[src/rtl/jdwa_pkg.sv]
// ----------------------------------------------------------------------------
// jdwa_pkg: shared types and constants of the job dispatcher
// Item and result beat layouts, status and mode codes, register indexes,
// controller states and the saturating counter helper.
// ----------------------------------------------------------------------------
package jdwa_pkg;

  // Configuration register indexes.
  localparam int unsigned CFG_IDX_W = 2;
  localparam logic [CFG_IDX_W-1:0] CFG_PENDING_LIMIT  = 2'd0;
  localparam logic [CFG_IDX_W-1:0] CFG_WORKERS_IN_USE = 2'd1;
  localparam int unsigned CFG_DATA_W = 16;

  // Reset values of the configuration registers.
  localparam logic [15:0] PENDING_LIMIT_RST  = 16'd1024;
  localparam logic [4:0]  WORKERS_IN_USE_RST = 5'd16;

  // Item mode codes.
  localparam logic MODE_SUBMIT   = 1'b0;
  localparam logic MODE_COMPLETE = 1'b1;

  typedef enum logic [2:0] {
    STAT_ACCEPT = 3'd0,
    STAT_FULL   = 3'd1,
    STAT_ZERO   = 3'd2,
    STAT_DONE   = 3'd3,
    STAT_UNDER  = 3'd4
  } status_e;

  typedef enum logic [2:0] {
    ST_IDLE,
    ST_DECIDE,
    ST_NORM,
    ST_SCAN,
    ST_SUB_WR,
    ST_CMP_WR
  } state_e;

  typedef struct packed {
    logic       mode;
    logic [7:0] job_count;
    logic [3:0] done_worker;
  } item_t;

  typedef struct packed {
    status_e     status;
    logic [3:0]  worker_index;
    logic [15:0] pending_total;
    logic [15:0] worker_depth;
    logic [31:0] submitted_total;
    logic [31:0] completed_total;
    logic [31:0] rejected_total;
    logic [15:0] max_depth_seen;
  } result_t;

  // Adds a job count to a statistics counter, sticking at all ones.
  function automatic logic [31:0] sat_add32(logic [31:0] a, logic [7:0] b);
    logic [32:0] s;
    s = {1'b0, a} + {25'd0, b};
    return s[32] ? 32'hFFFF_FFFF : s[31:0];
  endfunction

endpackage

[src/rtl/jdwa_ram.sv]
// ----------------------------------------------------------------------------
// jdwa_ram: generic simple dual-port RAM
// One write port and one read port, read data registered on a read enable.
// ----------------------------------------------------------------------------
module jdwa_ram #(
  parameter int unsigned WIDTH = 16,
  parameter int unsigned DEPTH = 16,
  parameter int unsigned AW    = (DEPTH > 1) ? $clog2(DEPTH) : 1
) (
  input  logic             clk_i,
  input  logic             we_i,
  input  logic [AW-1:0]    waddr_i,
  input  logic [WIDTH-1:0] wdata_i,
  input  logic             re_i,
  input  logic [AW-1:0]    raddr_i,
  output logic [WIDTH-1:0] rdata_o
);

  logic [WIDTH-1:0] mem_q [DEPTH];
  logic [WIDTH-1:0] rdata_q;

  always_ff @(posedge clk_i) begin
    if (we_i) begin
      mem_q[waddr_i] <= wdata_i;
    end
    if (re_i) begin
      rdata_q <= mem_q[raddr_i];
    end
  end

  assign rdata_o = rdata_q;

endmodule

[src/rtl/jdwa_depth_store.sv]
// ----------------------------------------------------------------------------
// jdwa_depth_store: per-worker queue depth memory
// Wraps the depth RAM with one valid bit per worker so that reset clears all
// depths at once; an entry never written reads as zero.
// ----------------------------------------------------------------------------
module jdwa_depth_store #(
  parameter int unsigned N_ENTRIES = 16,
  parameter int unsigned AW        = (N_ENTRIES > 1) ? $clog2(N_ENTRIES) : 1
) (
  input  logic          clk_i,
  input  logic          rst_ni,
  input  logic          we_i,
  input  logic [AW-1:0] waddr_i,
  input  logic [15:0]   wdata_i,
  input  logic          re_i,
  input  logic [AW-1:0] raddr_i,
  output logic [15:0]   rdata_o
);

  logic [N_ENTRIES-1:0] valid_q;
  logic                 rvalid_q;
  logic [15:0]          ram_rdata;

  jdwa_ram #(
    .WIDTH(16),
    .DEPTH(N_ENTRIES),
    .AW   (AW)
  ) u_ram (
    .clk_i  (clk_i),
    .we_i   (we_i),
    .waddr_i(waddr_i),
    .wdata_i(wdata_i),
    .re_i   (re_i),
    .raddr_i(raddr_i),
    .rdata_o(ram_rdata)
  );

  always_ff @(posedge clk_i or negedge rst_ni) begin
    if (!rst_ni) begin
      valid_q  <= '0;
      rvalid_q <= 1'b0;
    end else begin
      if (we_i) begin
        valid_q[waddr_i] <= 1'b1;
      end
      if (re_i) begin
        rvalid_q <= valid_q[raddr_i];
      end
    end
  end

  assign rdata_o = rvalid_q ? ram_rdata : 16'd0;

endmodule

[src/rtl/jdwa_ctrl.sv]
// ----------------------------------------------------------------------------
// jdwa_ctrl: dispatch controller
// Admission check, round-robin start, sequential least-depth scan over the
// depth memory, read-modify-write of the chosen depth and the statistics.
// ----------------------------------------------------------------------------
module jdwa_ctrl #(
  parameter int unsigned NUM_WORKERS = 16,
  parameter int unsigned MAX_BATCH   = 255,
  parameter int unsigned WW          = (NUM_WORKERS > 1) ? $clog2(NUM_WORKERS) : 1
) (
  input  logic              clk_i,
  input  logic              rst_ni,
  input  logic              start,
  output logic              busy,
  input  jdwa_pkg::item_t   item_i,
  input  logic [15:0]       pending_limit_i,
  input  logic [4:0]        workers_in_use_i,
  output logic              mem_re_o,
  output logic [WW-1:0]     mem_raddr_o,
  output logic              mem_we_o,
  output logic [WW-1:0]     mem_waddr_o,
  output logic [15:0]       mem_wdata_o,
  input  logic [15:0]       mem_rdata_i,
  output logic              result_valid_o,
  output jdwa_pkg::result_t result_o
);

  import jdwa_pkg::*;

  localparam int unsigned CW = $clog2(NUM_WORKERS + 1);

  state_e        state_q, state_d;
  logic [WW-1:0] rr_q, rr_d;
  logic [15:0]   pending_q, pending_d;
  logic [31:0]   submitted_q, submitted_d;
  logic [31:0]   completed_q, completed_d;
  logic [31:0]   rejected_q, rejected_d;
  logic [15:0]   peak_q, peak_d;
  logic          res_vld_q, res_vld_d;

  item_t         item_q, item_d;
  logic [CW-1:0] actw_q, actw_d;
  logic [WW-1:0] start_q, start_d;
  logic [WW-1:0] rd_idx_q, rd_idx_d;
  logic [WW-1:0] rsp_idx_q, rsp_idx_d;
  logic [CW-1:0] recv_q, recv_d;
  logic [15:0]   best_q, best_d;
  logic [WW-1:0] sel_q, sel_d;
  result_t       res_q, res_d;

  logic [7:0]    w8, act8;
  logic [15:0]   cnt16, headroom, new_depth;
  logic          over_batch, reject, dw_oob, zero_cnt, norm_done;
  logic          take, scan_done;
  logic [15:0]   best_n;
  logic [CW-1:0] recv_n;
  logic [WW-1:0] dw_idx;

  // Next index in the ring of active workers.
  function automatic logic [WW-1:0] ring_inc(logic [WW-1:0] x, logic [CW-1:0] w);
    logic [WW-1:0] r;
    r = x + WW'(1);
    if (CW'(x) + CW'(1) == w) begin
      r = '0;
    end
    return r;
  endfunction

  assign w8   = {3'd0, workers_in_use_i};
  assign act8 = (w8 == 8'd0) ? 8'd1 :
                (w8 > 8'(NUM_WORKERS)) ? 8'(NUM_WORKERS) : w8;

  assign cnt16      = {8'd0, item_q.job_count};
  assign zero_cnt   = (item_q.job_count == 8'd0);
  assign over_batch = (cnt16 > 16'(MAX_BATCH));
  assign headroom   = pending_limit_i - pending_q;
  assign reject     = over_batch || (pending_q > pending_limit_i) || (cnt16 > headroom);
  assign dw_oob     = ({4'd0, item_q.done_worker} >= 8'(NUM_WORKERS));
  assign dw_idx     = WW'(item_q.done_worker);
  assign norm_done  = (CW'(start_q) < actw_q);

  // Scan compare: the first candidate always wins, later ones only if shorter.
  assign take      = (recv_q == '0) || (mem_rdata_i < best_q);
  assign best_n    = take ? mem_rdata_i : best_q;
  assign recv_n    = recv_q + CW'(1);
  assign scan_done = (recv_n == actw_q) || (best_n == 16'd0);
  assign new_depth = (best_q == 16'hFFFF) ? best_q : best_q + 16'd1;

  always_comb begin
    state_d = state_q;
    case (state_q)
      ST_IDLE: begin
        if (start) begin
          state_d = ST_DECIDE;
        end
      end
      ST_DECIDE: begin
        if (zero_cnt) begin
          state_d = ST_IDLE;
        end else if (item_q.mode == MODE_SUBMIT) begin
          state_d = reject ? ST_IDLE : ST_NORM;
        end else begin
          state_d = dw_oob ? ST_IDLE : ST_CMP_WR;
        end
      end
      ST_NORM: begin
        if (norm_done) begin
          state_d = ST_SCAN;
        end
      end
      ST_SCAN: begin
        if (scan_done) begin
          state_d = ST_SUB_WR;
        end
      end
      ST_SUB_WR: state_d = ST_IDLE;
      ST_CMP_WR: state_d = ST_IDLE;
      default:   state_d = ST_IDLE;
    endcase
  end

  always_comb begin
    rr_d        = rr_q;
    pending_d   = pending_q;
    submitted_d = submitted_q;
    completed_d = completed_q;
    rejected_d  = rejected_q;
    peak_d      = peak_q;
    res_vld_d   = 1'b0;
    item_d      = item_q;
    actw_d      = actw_q;
    start_d     = start_q;
    rd_idx_d    = rd_idx_q;
    rsp_idx_d   = rsp_idx_q;
    recv_d      = recv_q;
    best_d      = best_q;
    sel_d       = sel_q;
    res_d       = res_q;
    mem_re_o    = 1'b0;
    mem_raddr_o = rd_idx_q;
    mem_we_o    = 1'b0;
    mem_waddr_o = sel_q;
    mem_wdata_o = new_depth;

    case (state_q)
      ST_IDLE: begin
        if (start) begin
          item_d = item_i;
          actw_d = CW'(act8);
        end
      end
      ST_DECIDE: begin
        if (zero_cnt) begin
          res_vld_d          = 1'b1;
          res_d.status       = STAT_ZERO;
          res_d.worker_index = 4'd0;
          res_d.worker_depth = 16'd0;
        end else if (item_q.mode == MODE_SUBMIT) begin
          if (reject) begin
            rejected_d         = sat_add32(rejected_q, item_q.job_count);
            res_vld_d          = 1'b1;
            res_d.status       = STAT_FULL;
            res_d.worker_index = 4'd0;
            res_d.worker_depth = 16'd0;
          end else begin
            start_d = rr_q;
          end
        end else if (dw_oob) begin
          res_vld_d          = 1'b1;
          res_d.status       = STAT_UNDER;
          res_d.worker_index = item_q.done_worker;
          res_d.worker_depth = 16'd0;
        end else begin
          mem_re_o    = 1'b1;
          mem_raddr_o = dw_idx;
        end
      end
      ST_NORM: begin
        // The stored pointer is reduced below the active count one step a cycle.
        if (!norm_done) begin
          start_d = start_q - WW'(actw_q);
        end else begin
          mem_re_o    = 1'b1;
          mem_raddr_o = start_q;
          rsp_idx_d   = start_q;
          rd_idx_d    = ring_inc(start_q, actw_q);
          recv_d      = '0;
        end
      end
      ST_SCAN: begin
        best_d = best_n;
        sel_d  = take ? rsp_idx_q : sel_q;
        recv_d = recv_n;
        if (!scan_done) begin
          mem_re_o    = 1'b1;
          mem_raddr_o = rd_idx_q;
          rsp_idx_d   = rd_idx_q;
          rd_idx_d    = ring_inc(rd_idx_q, actw_q);
        end
      end
      ST_SUB_WR: begin
        mem_we_o           = 1'b1;
        mem_waddr_o        = sel_q;
        mem_wdata_o        = new_depth;
        pending_d          = pending_q + cnt16;
        peak_d             = (new_depth > peak_q) ? new_depth : peak_q;
        submitted_d        = sat_add32(submitted_q, item_q.job_count);
        rr_d               = ring_inc(start_q, actw_q);
        res_vld_d          = 1'b1;
        res_d.status       = STAT_ACCEPT;
        res_d.worker_index = 4'(sel_q);
        res_d.worker_depth = new_depth;
      end
      ST_CMP_WR: begin
        res_vld_d          = 1'b1;
        res_d.worker_index = item_q.done_worker;
        if ((mem_rdata_i == 16'd0) || (pending_q < cnt16) || over_batch) begin
          res_d.status       = STAT_UNDER;
          res_d.worker_depth = mem_rdata_i;
        end else begin
          mem_we_o           = 1'b1;
          mem_waddr_o        = dw_idx;
          mem_wdata_o        = mem_rdata_i - 16'd1;
          pending_d          = pending_q - cnt16;
          completed_d        = sat_add32(completed_q, item_q.job_count);
          res_d.status       = STAT_DONE;
          res_d.worker_depth = mem_rdata_i - 16'd1;
        end
      end
      default: begin
        res_vld_d = 1'b0;
      end
    endcase

    if (res_vld_d) begin
      res_d.pending_total   = pending_d;
      res_d.submitted_total = submitted_d;
      res_d.completed_total = completed_d;
      res_d.rejected_total  = rejected_d;
      res_d.max_depth_seen  = peak_d;
    end
  end

  always_ff @(posedge clk_i or negedge rst_ni) begin
    if (!rst_ni) begin
      state_q     <= ST_IDLE;
      rr_q        <= '0;
      pending_q   <= '0;
      submitted_q <= '0;
      completed_q <= '0;
      rejected_q  <= '0;
      peak_q      <= '0;
      res_vld_q   <= 1'b0;
    end else begin
      state_q     <= state_d;
      rr_q        <= rr_d;
      pending_q   <= pending_d;
      submitted_q <= submitted_d;
      completed_q <= completed_d;
      rejected_q  <= rejected_d;
      peak_q      <= peak_d;
      res_vld_q   <= res_vld_d;
    end
  end

  always_ff @(posedge clk_i) begin
    item_q    <= item_d;
    actw_q    <= actw_d;
    start_q   <= start_d;
    rd_idx_q  <= rd_idx_d;
    rsp_idx_q <= rsp_idx_d;
    recv_q    <= recv_d;
    best_q    <= best_d;
    sel_q     <= sel_d;
    res_q     <= res_d;
  end

  assign busy           = (state_q != ST_IDLE);
  assign result_valid_o = res_vld_q;
  assign result_o       = res_q;

endmodule

[src/rtl/job_dispatcher_with_admission_core.sv]
// ----------------------------------------------------------------------------
// job_dispatcher_with_admission_core: job dispatcher with admission limit
// Admits submitted jobs against a global pending limit, places each on the
// least loaded worker from a round-robin start, and releases completions.
// ----------------------------------------------------------------------------
//
// Results are strobed on result_valid_o for exactly one cycle and cannot be
// held off, so the receiver must take every result beat when it appears. An
// item is taken when start is high and busy is low; busy stays high until the
// result is produced, and a new item may be started in the cycle its result
// is strobed. A zero count, a rejected submit and a completion naming a
// worker index of NUM_WORKERS or more are each answered from the decide
// state without a memory access. A valid completion does one memory read
// and one write back of that worker's depth. An accepted submit examines
// up to the number of workers in use before its write back; the scan
// reads one depth per cycle from the single read port of the depth memory
// and stops early at an empty queue. When workers_in_use has been lowered
// to or below the stored round-robin pointer, the first submit after that
// subtracts the active count from the pointer until it is back in range.
// Depths live in a memory with one valid bit per worker, so reset takes
// effect at once and no clearing pass is needed.
//
// Configuration writes are always ready and must only be issued while busy
// is low. Register 0 is the pending limit, register 1 the number of workers
// that take part in dispatch (zero acts as one, values above NUM_WORKERS act
// as NUM_WORKERS). The worker index in the result beat is four bits wide.
//
module job_dispatcher_with_admission_core #(
  parameter int unsigned NUM_WORKERS = 16,
  parameter int unsigned MAX_BATCH   = 255
) (
  input  logic                                 clk_i,
  input  logic                                 rst_ni,
  input  logic                                 start,
  output logic                                 busy,
  input  jdwa_pkg::item_t                      item_i,
  output logic                                 result_valid_o,
  output jdwa_pkg::result_t                    result_o,
  input  logic                                 cfg_valid_i,
  output logic                                 cfg_ready_o,
  input  logic [jdwa_pkg::CFG_IDX_W-1:0]       cfg_index_i,
  input  logic [jdwa_pkg::CFG_DATA_W-1:0]      cfg_data_i
);

  import jdwa_pkg::*;

  localparam int unsigned WW = (NUM_WORKERS > 1) ? $clog2(NUM_WORKERS) : 1;

  logic [15:0]   pending_limit_q;
  logic [4:0]    workers_in_use_q;

  logic          mem_re, mem_we;
  logic [WW-1:0] mem_raddr, mem_waddr;
  logic [15:0]   mem_wdata, mem_rdata;

  // The configuration channel never stalls; writes beyond the register list
  // are accepted and dropped.
  assign cfg_ready_o = 1'b1;

  always_ff @(posedge clk_i or negedge rst_ni) begin
    if (!rst_ni) begin
      pending_limit_q  <= PENDING_LIMIT_RST;
      workers_in_use_q <= WORKERS_IN_USE_RST;
    end else if (cfg_valid_i && cfg_ready_o) begin
      case (cfg_index_i)
        CFG_PENDING_LIMIT:  pending_limit_q  <= cfg_data_i[15:0];
        CFG_WORKERS_IN_USE: workers_in_use_q <= cfg_data_i[4:0];
        default: begin
          pending_limit_q <= pending_limit_q;
        end
      endcase
    end
  end

  // Controller: admission, pointer normalization, depth scan and write back.
  jdwa_ctrl #(
    .NUM_WORKERS(NUM_WORKERS),
    .MAX_BATCH  (MAX_BATCH),
    .WW         (WW)
  ) u_ctrl (
    .clk_i           (clk_i),
    .rst_ni          (rst_ni),
    .start           (start),
    .busy            (busy),
    .item_i          (item_i),
    .pending_limit_i (pending_limit_q),
    .workers_in_use_i(workers_in_use_q),
    .mem_re_o        (mem_re),
    .mem_raddr_o     (mem_raddr),
    .mem_we_o        (mem_we),
    .mem_waddr_o     (mem_waddr),
    .mem_wdata_o     (mem_wdata),
    .mem_rdata_i     (mem_rdata),
    .result_valid_o  (result_valid_o),
    .result_o        (result_o)
  );

  // Per-worker queue depths; a worker never written since reset reads zero.
  jdwa_depth_store #(
    .N_ENTRIES(NUM_WORKERS),
    .AW       (WW)
  ) u_depths (
    .clk_i  (clk_i),
    .rst_ni (rst_ni),
    .we_i   (mem_we),
    .waddr_i(mem_waddr),
    .wdata_i(mem_wdata),
    .re_i   (mem_re),
    .raddr_i(mem_raddr),
    .rdata_o(mem_rdata)
  );

endmodule
[config.mk]
export PLATFORM = sky130hd
export DESIGN_NAME = job_dispatcher_with_admission_core
export DESIGN_NICKNAME = d
export VERILOG_FILES = /design/src/rtl/jdwa_pkg.sv /design/src/rtl/jdwa_ram.sv /design/src/rtl/jdwa_depth_store.sv /design/src/rtl/jdwa_ctrl.sv /design/src/rtl/job_dispatcher_with_admission_core.sv
export SDC_FILE = /design/constraint.sdc
export NUM_CORES = 1
export LEC_CHECK = 0
export BUFFER_PORTS_ARGS = -buffer_cell sky130_fd_sc_hd__buf_2
export CAP_MARGIN = 40
export CORE_ASPECT_RATIO = 0.5
export CORE_UTILIZATION = 50
export DETAILED_ROUTE_END_ITERATION = 10
export GPL_TIMING_DRIVEN = 0
export PLACE_DENSITY = 0.68
export SYNTH_ARGS = -nofsm -noshare
export SYNTH_HDL_FRONTEND = slang
export SYNTH_SLANG_ARGS = --single-unit
[constraint.sdc]
create_clock -name clk_i -period 19.7 [get_ports clk_i]
set_input_delay 1.97 -clock clk_i [delete_from_list [all_inputs] [get_ports clk_i]]
set_output_delay 1.97 -clock clk_i [all_outputs]
set_load 0.01 [all_outputs]
## Word level (Yosys, flattened, before mapping)

Memory sizes are Yosys's and may differ from the RTL's. A register that Yosys moved wholly into a read port is not among the register bits.
Cells that the tools add are included.

| storage, ports and cells | value |
|---|---|
| bits of input ports | 35 |
| RAM bits | 256 |
| output and inout port bits | 154 |
| memories kept | 1 |
| bits in registers | 380 |
| logic and storage cells | 182 |

| operators by class | value |
|---|---|
| reduce and logical (&&, ||, !) cells | 29 |
| $add $sub $neg | 14 |
| mux-type cells | 75 |
| equality and inequality tests | 20 |
| bitwise operators | 1 |
| $lt $le $gt $ge | 11 |

Memories:

| memory | words | width | rd ports | clocked after Yosys merged registers in | wr ports | RTL line | RTL |
|---|---|---|---|---|---|---|---|
| u_depths.u_ram.mem_q | 16 | 16 | 1 | 1 | 1 | jdwa_ram.sv:19 | `logic [WIDTH-1:0] mem_q [DEPTH];` |

Operator list:

| cell | count |
|---|---|
| 32-bit 2-to-1 mux | 10 |
| 16-bit 2-to-1 mux | 12 |
| 32-bit by 8-bit adder with 33-bit output | 3 |
| 4-bit 2-to-1 mux | 15 |
| 16-bit case mux with 3 select lines | 1 |
| 16-bit > comparator | 2 |
| 16-bit logical NOT | 2 |
| 16-bit case mux with 2 select lines | 1 |
| 4-bit case mux with 2 select lines | 4 |
| 7-bit 2-to-1 mux | 3 |
| 7-bit case mux with 3 select lines | 1 |
| 3-bit 2-to-1 mux | 6 |
| 16-bit by 1-bit adder with 16-bit output, second input constant | 1 |
| 16-bit by 8-bit adder with 16-bit output | 1 |
| 16-bit == test, second input constant | 1 |
| 8-bit by 16-bit > comparator with 1-bit output | 1 |
| 8-bit logical NOT | 2 |
| 16-bit less-than comparator | 1 |
| 16-bit by 8-bit less-than comparator with 1-bit output | 1 |
| 16-bit OR | 1 |
| 16-bit by 1-bit subtractor with 16-bit output, second input constant | 1 |
| 16-bit subtractor | 1 |
| 16-bit by 8-bit subtractor with 16-bit output | 1 |
| 5-bit == test | 3 |
| other kinds (37) | 75 |

## Longest topological paths before layout

| depth | value |
|---|---|
| depth in word-level cells | 11 |
| depth in mapped cells | 19 |
| mapped depth without buffers | 17 |

## By module

A second synthesis with hierarchy kept.

| second synthesis, totals | value |
|---|---|
| cell total of the unflattened synthesis | 2,227 |
| area, all modules | 30,107.6 µm² |

Modules (own cells, without submodules):

| module | times used | area each (µm²) | seq. area each (µm²) | cells each |
|---|---|---|---|---|
| jdwa_ctrl | 1 | 18,216.2 | 9,589.2 | 1,676 |
| jdwa_ram | 1 | 10,203.5 | 8,167.8 | 432 |
| jdwa_depth_store | 1 | 870.8 | 425.4 | 72 |
| job_dispatcher_with_admission_core | 1 | 817.0 | 528.0 | 47 |

## Least setup slack after synthesis

OpenSTA, ideal clock, no wires.

| timing | value |
|---|---|
| path kind | flip-flop to flip-flop |
| start point | reg u_ctrl.pending_q[0] |
| end point | reg u_ctrl.res_vld_q (netlist: u_ctrl.result_valid_o) |
| buffers on the path | 0 |
| clock period less this slack | 12,673 ps |
| path slack | 7,027 ps |
| arrival time | 11,657 ps |
| library setup time | 1,016 ps |
| data required time | 18,684 ps |
| cell stages (with the launch flop) | 17 |
| path through | dfrtp_1 -> ha_1 -> fa_1 -> nand2b_1 -> a21oi_1 -> nor2_1 -> xor2_1 -> ha_1 -> nand4_1 -> o22ai_1 -> a2111oi_0 -> o221a_2 -> and4_1 -> nand4_1 -> nand2_1 -> a211oi_1 -> nor3_1 |

| on the way | value |
|---|---|
| cells in the longest elaborated chain, start to end | 7 |
| elaborated cells on any way between the ends | 9 |
| those cells by class | add/sub: 1; order compare: 2; mux: 4; reduce/logical: 2 |

Ends and longest elaborated chain:

| what | RTL line | RTL |
|---|---|---|
| from (decl) | jdwa_ctrl.sv:34 | `logic [15:0] pending_q, pending_d;` |
| from (signal assigned) | jdwa_ctrl.sv:257 | `pending_q <= pending_d;` |
| 16-bit subtractor or 16-bit > comparator (tied branches) | jdwa_ctrl.sv:76, jdwa_ctrl.sv:77 |  |
| 8-bit by 16-bit > comparator with 1-bit output or 1-bit logical OR (tied branches) | jdwa_ctrl.sv:77 | `assign reject = over_batch \|\| (pending_q > pending_limit_i) \|\| (cnt16 > headroom);` |
| 1-bit logical OR (*) | jdwa_ctrl.sv:77 |  |
| 1-bit 2-to-1 mux (*) | jdwa_ctrl.sv:159 | `if (reject) begin` |
| 1-bit 2-to-1 mux (*) | jdwa_ctrl.sv:158 | `end else if (item_q.mode == MODE_SUBMIT) begin` |
| 1-bit 2-to-1 mux (*) | jdwa_ctrl.sv:153 | `if (zero_cnt) begin` |
| 1-bit case mux with 2 select lines (*) | jdwa_ctrl.sv:145 | `case (state_q)` |
| net u_ctrl.res_vld_d | jdwa_ctrl.sv:39 | `logic res_vld_q, res_vld_d;` |
| to (signal assigned) | jdwa_ctrl.sv:262 | `res_vld_q <= res_vld_d;` |
| to (decl) | jdwa_ctrl.sv:39 |  |

Mark *: on every way through the listed nets, which the timed path passes. The rest lies on a longest branch.
A chain may end at the register's enable or synchronous reset.

## Worst setup path in the final report

| timing | value |
|---|---|
| start point | reg u_ctrl.best_q[2] |
| end point | reg u_ctrl.res_q, in the netlist u_ctrl.result_o[6], data pin |

| on the way | value |
|---|---|
| cells in the longest elaborated chain, start to end | 5 |
| elaborated cells on any way between the ends | 6 |
| those cells by class | add/sub: 1; order compare: 1; eq/ne: 1; mux: 3 |

Ends and longest elaborated chain:

| what | RTL line | RTL |
|---|---|---|
| from (decl) | jdwa_ctrl.sv:47 | `logic [15:0] best_q, best_d;` |
| from (signal assigned) | jdwa_ctrl.sv:273 | `best_q <= best_d;` |
| 16-bit by 1-bit adder with 16-bit output or 16-bit == test (tied branches) | jdwa_ctrl.sv:87 | `assign new_depth = (best_q == 16'hFFFF) ? best_q : best_q + 16'd1;` |
| 16-bit 2-to-1 mux (*) | jdwa_ctrl.sv:87 |  |
| 16-bit > comparator | jdwa_ctrl.sv:206 | `peak_d = (new_depth > peak_q) ? new_depth : peak_q;` |
| 16-bit 2-to-1 mux (*) | jdwa_ctrl.sv:206 |  |
| 16-bit 2-to-1 mux (*) | jdwa_ctrl.sv:145 |  |
| net u_ctrl.peak_d[6] | jdwa_ctrl.sv:38 | `logic [15:0] peak_q, peak_d;` |
| to (signal assigned) | jdwa_ctrl.sv:275 | `res_q <= res_d;` |
| to (decl) | jdwa_ctrl.sv:49 | `result_t res_q, res_d;` |

Marks and branches as above.

==> impl_metrics.csv <==
group,metric,value,unit
clock_tree,clock_insertion_delay_worst_skew,640,ps
logic_synthesis,cell_count_after_synthesis,2630,
clock_tree,ctsHoldBuffers,0,
worst_setup_path,ff2ff_path_depth,18,
drt,firstDrtPassIters,6,
power,power_density,152,mW/mm²
layout,n_antenna_cell,0,
logic_synthesis,seq_area_frac_synth,61.0,%
floorplan,floorplan.initialDensity,51.2,%
clock_tree,cts_tree,"yes",
timing,setup_violations,0,
logic_synthesis,synth_cell_types,99,
worst_hold_path,hold-path-endpoint,"u_ctrl.sel_q[0]",
global_route,number_of_antenna_violations_at_the_first_check_in_global_routing,0,
timing,timing_hold_violations_final,0,
floorplan,fp.coreArea,0.0599,mm²
logic_synthesis,post_syn_area,0.0307,mm²
logic_synthesis,synth.yosys.warnings,0,
layout,fillCellCount,4893,
logic_synthesis,synth_top_flop_cell,"edfxtp_1",
logic_synthesis,async_flop_share,26.7,%
drt,final_routed_wirelength_across_all_metal_layers,81800,µm
place,dp.final_hpwl,60300,µm
drt,dr_total_vias,21800,
layout,area_growth,15.1,%
timing,drv_slew,0,
run_status,status,"completed",
logic_synthesis,post_synth_edffs,478,
worst_setup_path,regToRegStartpoint,"u_ctrl.best_q[2]",
timing,timing.fmax,170,MHz
place,place_congestion,0.984,
logic_synthesis,mappedNetlistNets,2776,
global_route,grt_pass1_vias,20700,
layout,layout.nets,3075,
clock_tree,cts.reportedPaths.clkPinSlew,70,ps
clock_tree,cts.repair_timing.setup_buffer_count,0,
worst_hold_path,worst_hold_path.num_cells,0,
timing,post-route-period-util,29.9,%
global_route,aggregate_global_route_resource_usage,26.0,%
timing,worstMarginPinSlew,969,ps
worst_hold_path,holdCritPathClass,"reg2reg",
run,max-cap-violations,0,
drt,detail-route-antenna-nets,0,
clock_tree,clk_sinks,652,
global_route,grt-ovfl-total,0,
drt,dr.first_iter.drc_count,2187,
power,power.ir.vdd_worst,0.0000851,V
worst_setup_path,cp-end-kind,"flip-flop",
worst_setup_path,crit_fanout,10,
worst_setup_path,cp_class,"reg2reg",
timing,fin_tns_setup,0,ps
worst_hold_path,worstHoldStart,"u_ctrl.rsp_idx_q[0]",
timing,setup_repair_after_global_routing_missed_its_margin,"false",
place,detailedPlace.worstSlack,13900,ps
worst_setup_path,worstSetupStartpointType,"flip-flop",
clock_tree,clockRootBuffer,"clkbuf_16",
global_route,grt_pass1_wl,124000,µm
logic_synthesis,synth_seq_cells,652,
timing,relative_slew_slack,34.8,%
drt,drc_errors,0,
clock_tree,post_cts.resized_instances,0,
worst_setup_path,setup.reg_to_reg.worst_slack,13800,ps
timing,timing.clock.skew,28.1,ps
worst_setup_path,r2r_end,"u_ctrl.result_o[6]",
place,placement.io_buffers,187,
logic_synthesis,syn-mean-instance-area,11.7,µm²
global_route,grt_max_degree,93,
layout,final_layout_size_suffix_gt1_share,16.3,%
power,total_power,5.38,mW
power,power.static_leakage,14.0,nW
timing,finalWorstSetupSlack,13800,ps
floorplan,floorplan.die.height,177,µm
clock_tree,cts.htree.levels,2,
clock_tree,cts_buffer_count,58,
floorplan,die_w,352,µm
drt,avgViaCountPerCell,5.76,
worst_setup_path,crit_required,20080,ps
floorplan,design.die.area,0.0624,mm²
clock_tree,cts-root-to-sink-buffers,3,
worst_setup_path,data_arrival_time_of_the_critical_path,6280,ps
timing,final_period_minus_worst_setup_slack,5900,ps
drt,detail_route.wl_per_cell,21.6,µm
floorplan,floorplan.io_pins,189,
floorplan,core.rowCount,63,
-- report_power, final --
group	switching (mW)	leakage [nW]	internal (mW)
clock network	0.514	0.995	0.694
logic	1.41	6.41	0.758
registers	0.155	6.63	1.85
total	2.08	14.0	3.30
-- synthesized netlist by cell type, types with 7 or more instances --
library cell	n	area (µm²)
nand3_1	122	611
or3_1	22	138
and3_1	54	338
a311oi_1	52	455
a211oi_1	12	90.1
and4_1	7	61.3
nor4_1	14	87.6
nand4_1	27	169
mux2_2	53	597
o21a_1	17	128
buf_2	30	150
nor2_1	135	507
nor2b_1	17	106
and2_1	25	156
inv_1	117	439
nand2_1	430	1610
nor3_1	28	140
fa_1	7	140
buf_1	10	37.5
mux2i_1	14	140
o21bai_1	19	143
a31oi_1	54	338
xor2_1	30	263
o21ai_0	105	526
o31ai_1	8	60.1
o22ai_1	8	50.1
nand2b_1	23	144
o22a_1	8	70.1
o211ai_1	12	90.1
ha_1	104	1300
a21o_1	19	143
xnor2_1	54	473
clkbuf_1	69	259
a21oi_1	120	601
dfrtp_1	172	4300
edfxtp_1	478	14400
a41oi_1	15	131
-- flip-flops by register name, summed over array words and instances, names as in the netlist, 32 cells and up --
signal,count
u_ctrl.rejected_q,32
u_depths.u_ram.mem_q,256
u_ctrl.submitted_q,32
u_ctrl.completed_q,32
u_ctrl.result_o,151
-- per-stage QoR --
stage	area, µm²	hold WS, ps	utilization [%]	instances
after floorplan	30700	400	-	2630
after global placement	32600	413	54.5	3629
after detailed placement	33300	423	55.6	3679
after CTS	35300	441	59.0	3789
after global routing	35300	448	59.0	3791
final	35300	435	59.0	3791
-- logic make-up after synthesis --
logic type	share of synthesized area, %
adders and majority gates	4.70
and+or+nand+nor	14.6
AOI/OAI and AO/OA	11.5
xor gates and xnor gates	2.45
buffers and inverters	3.24
muxes	2.52
DFF	61.0
other	0.0122
-- cell usage in the layout, fill, tap and decap left out, drive strengths merged, types with 8 or more instances in the layout --
cell type / n
nor2: 136
nor4: 14
o21ai: 108
and4: 9
o31ai: 8
mux2i: 14
a21oi: 121
nand4: 28
a311oi: 52
ha: 104
nor2b: 17
o211ai: 12
nor3: 31
a31oi: 58
buf: 290
nand2: 436
xnor2: 55
edfxtp: 478
mux2: 56
nand2b: 23
a21o: 19
and3: 55
o22a: 8
or3: 23
clkbuf: 155
clkinv: 14
a41oi: 15
o22ai: 8
xor2: 30
inv: 120
o21a: 17
nand3: 125
and2: 28
o21bai: 19
dfrtp: 172
a211oi: 13
-- cell type report --
cell class | instances | area (µm²) | share of cell area (%)
tap | 812 | 1020 | 2.88
timing repair buffer | 239 | 1510 | 4.28
inverter | 119 | 447 | 1.26
clock inverter | 24 | 328 | 0.928
clock buffer | 86 | 1710 | 4.83
buffer | 120 | 548 | 1.55
multi-input combinational | 1739 | 11100 | 31.3
sequential | 652 | 18700 | 53.0
-- worst max-delay path by stage --
stage	from	endpoint	slack (ps)	depth (start not counted)
floorplan	u_ctrl.pending_q[0]	u_ctrl.result_valid_o	7030	16
global placement	pending_limit_q[0]	u_ctrl.result_valid_o	1900	17
detailed placement	u_ctrl.best_q[2]	u_ctrl.result_o[6]	13900	18
CTS	u_ctrl.best_q[2]	u_ctrl.result_o[5]	13890	18
global route	u_ctrl.best_q[2]	u_ctrl.result_o[5]	13480	18
finish	u_ctrl.best_q[2]	u_ctrl.result_o[6]	13800	18
-- critical path, cell delays in order, from the launching register on --
cell and delay, ps:
edfxtp_1 470, and4_1 320, nand4_1 180, or4_1 550, nor3_4 390, nand3b_1 320
nor2_1 90, xnor2_1 510, ha_1 370, a21o_1 160, a21o_1 160, a21oi_1 140
o21ai_0 110, a21o_1 190, a21oi_1 190, a221o_1 170, clkbuf_1 370, clkbuf_1 530
mux2_2 440
-- layer usage --
layer  global-route usage (%)  part of all wire, %  up-vias
met1                     37.2                   45    10800
met2                     42.0                   46      702
met3                     3.37                  5.9      102
met5                        0                    0        -
met4                     6.70                  2.3        0
li1                         -                    -    10300
(Power assumes the default switching activity.)
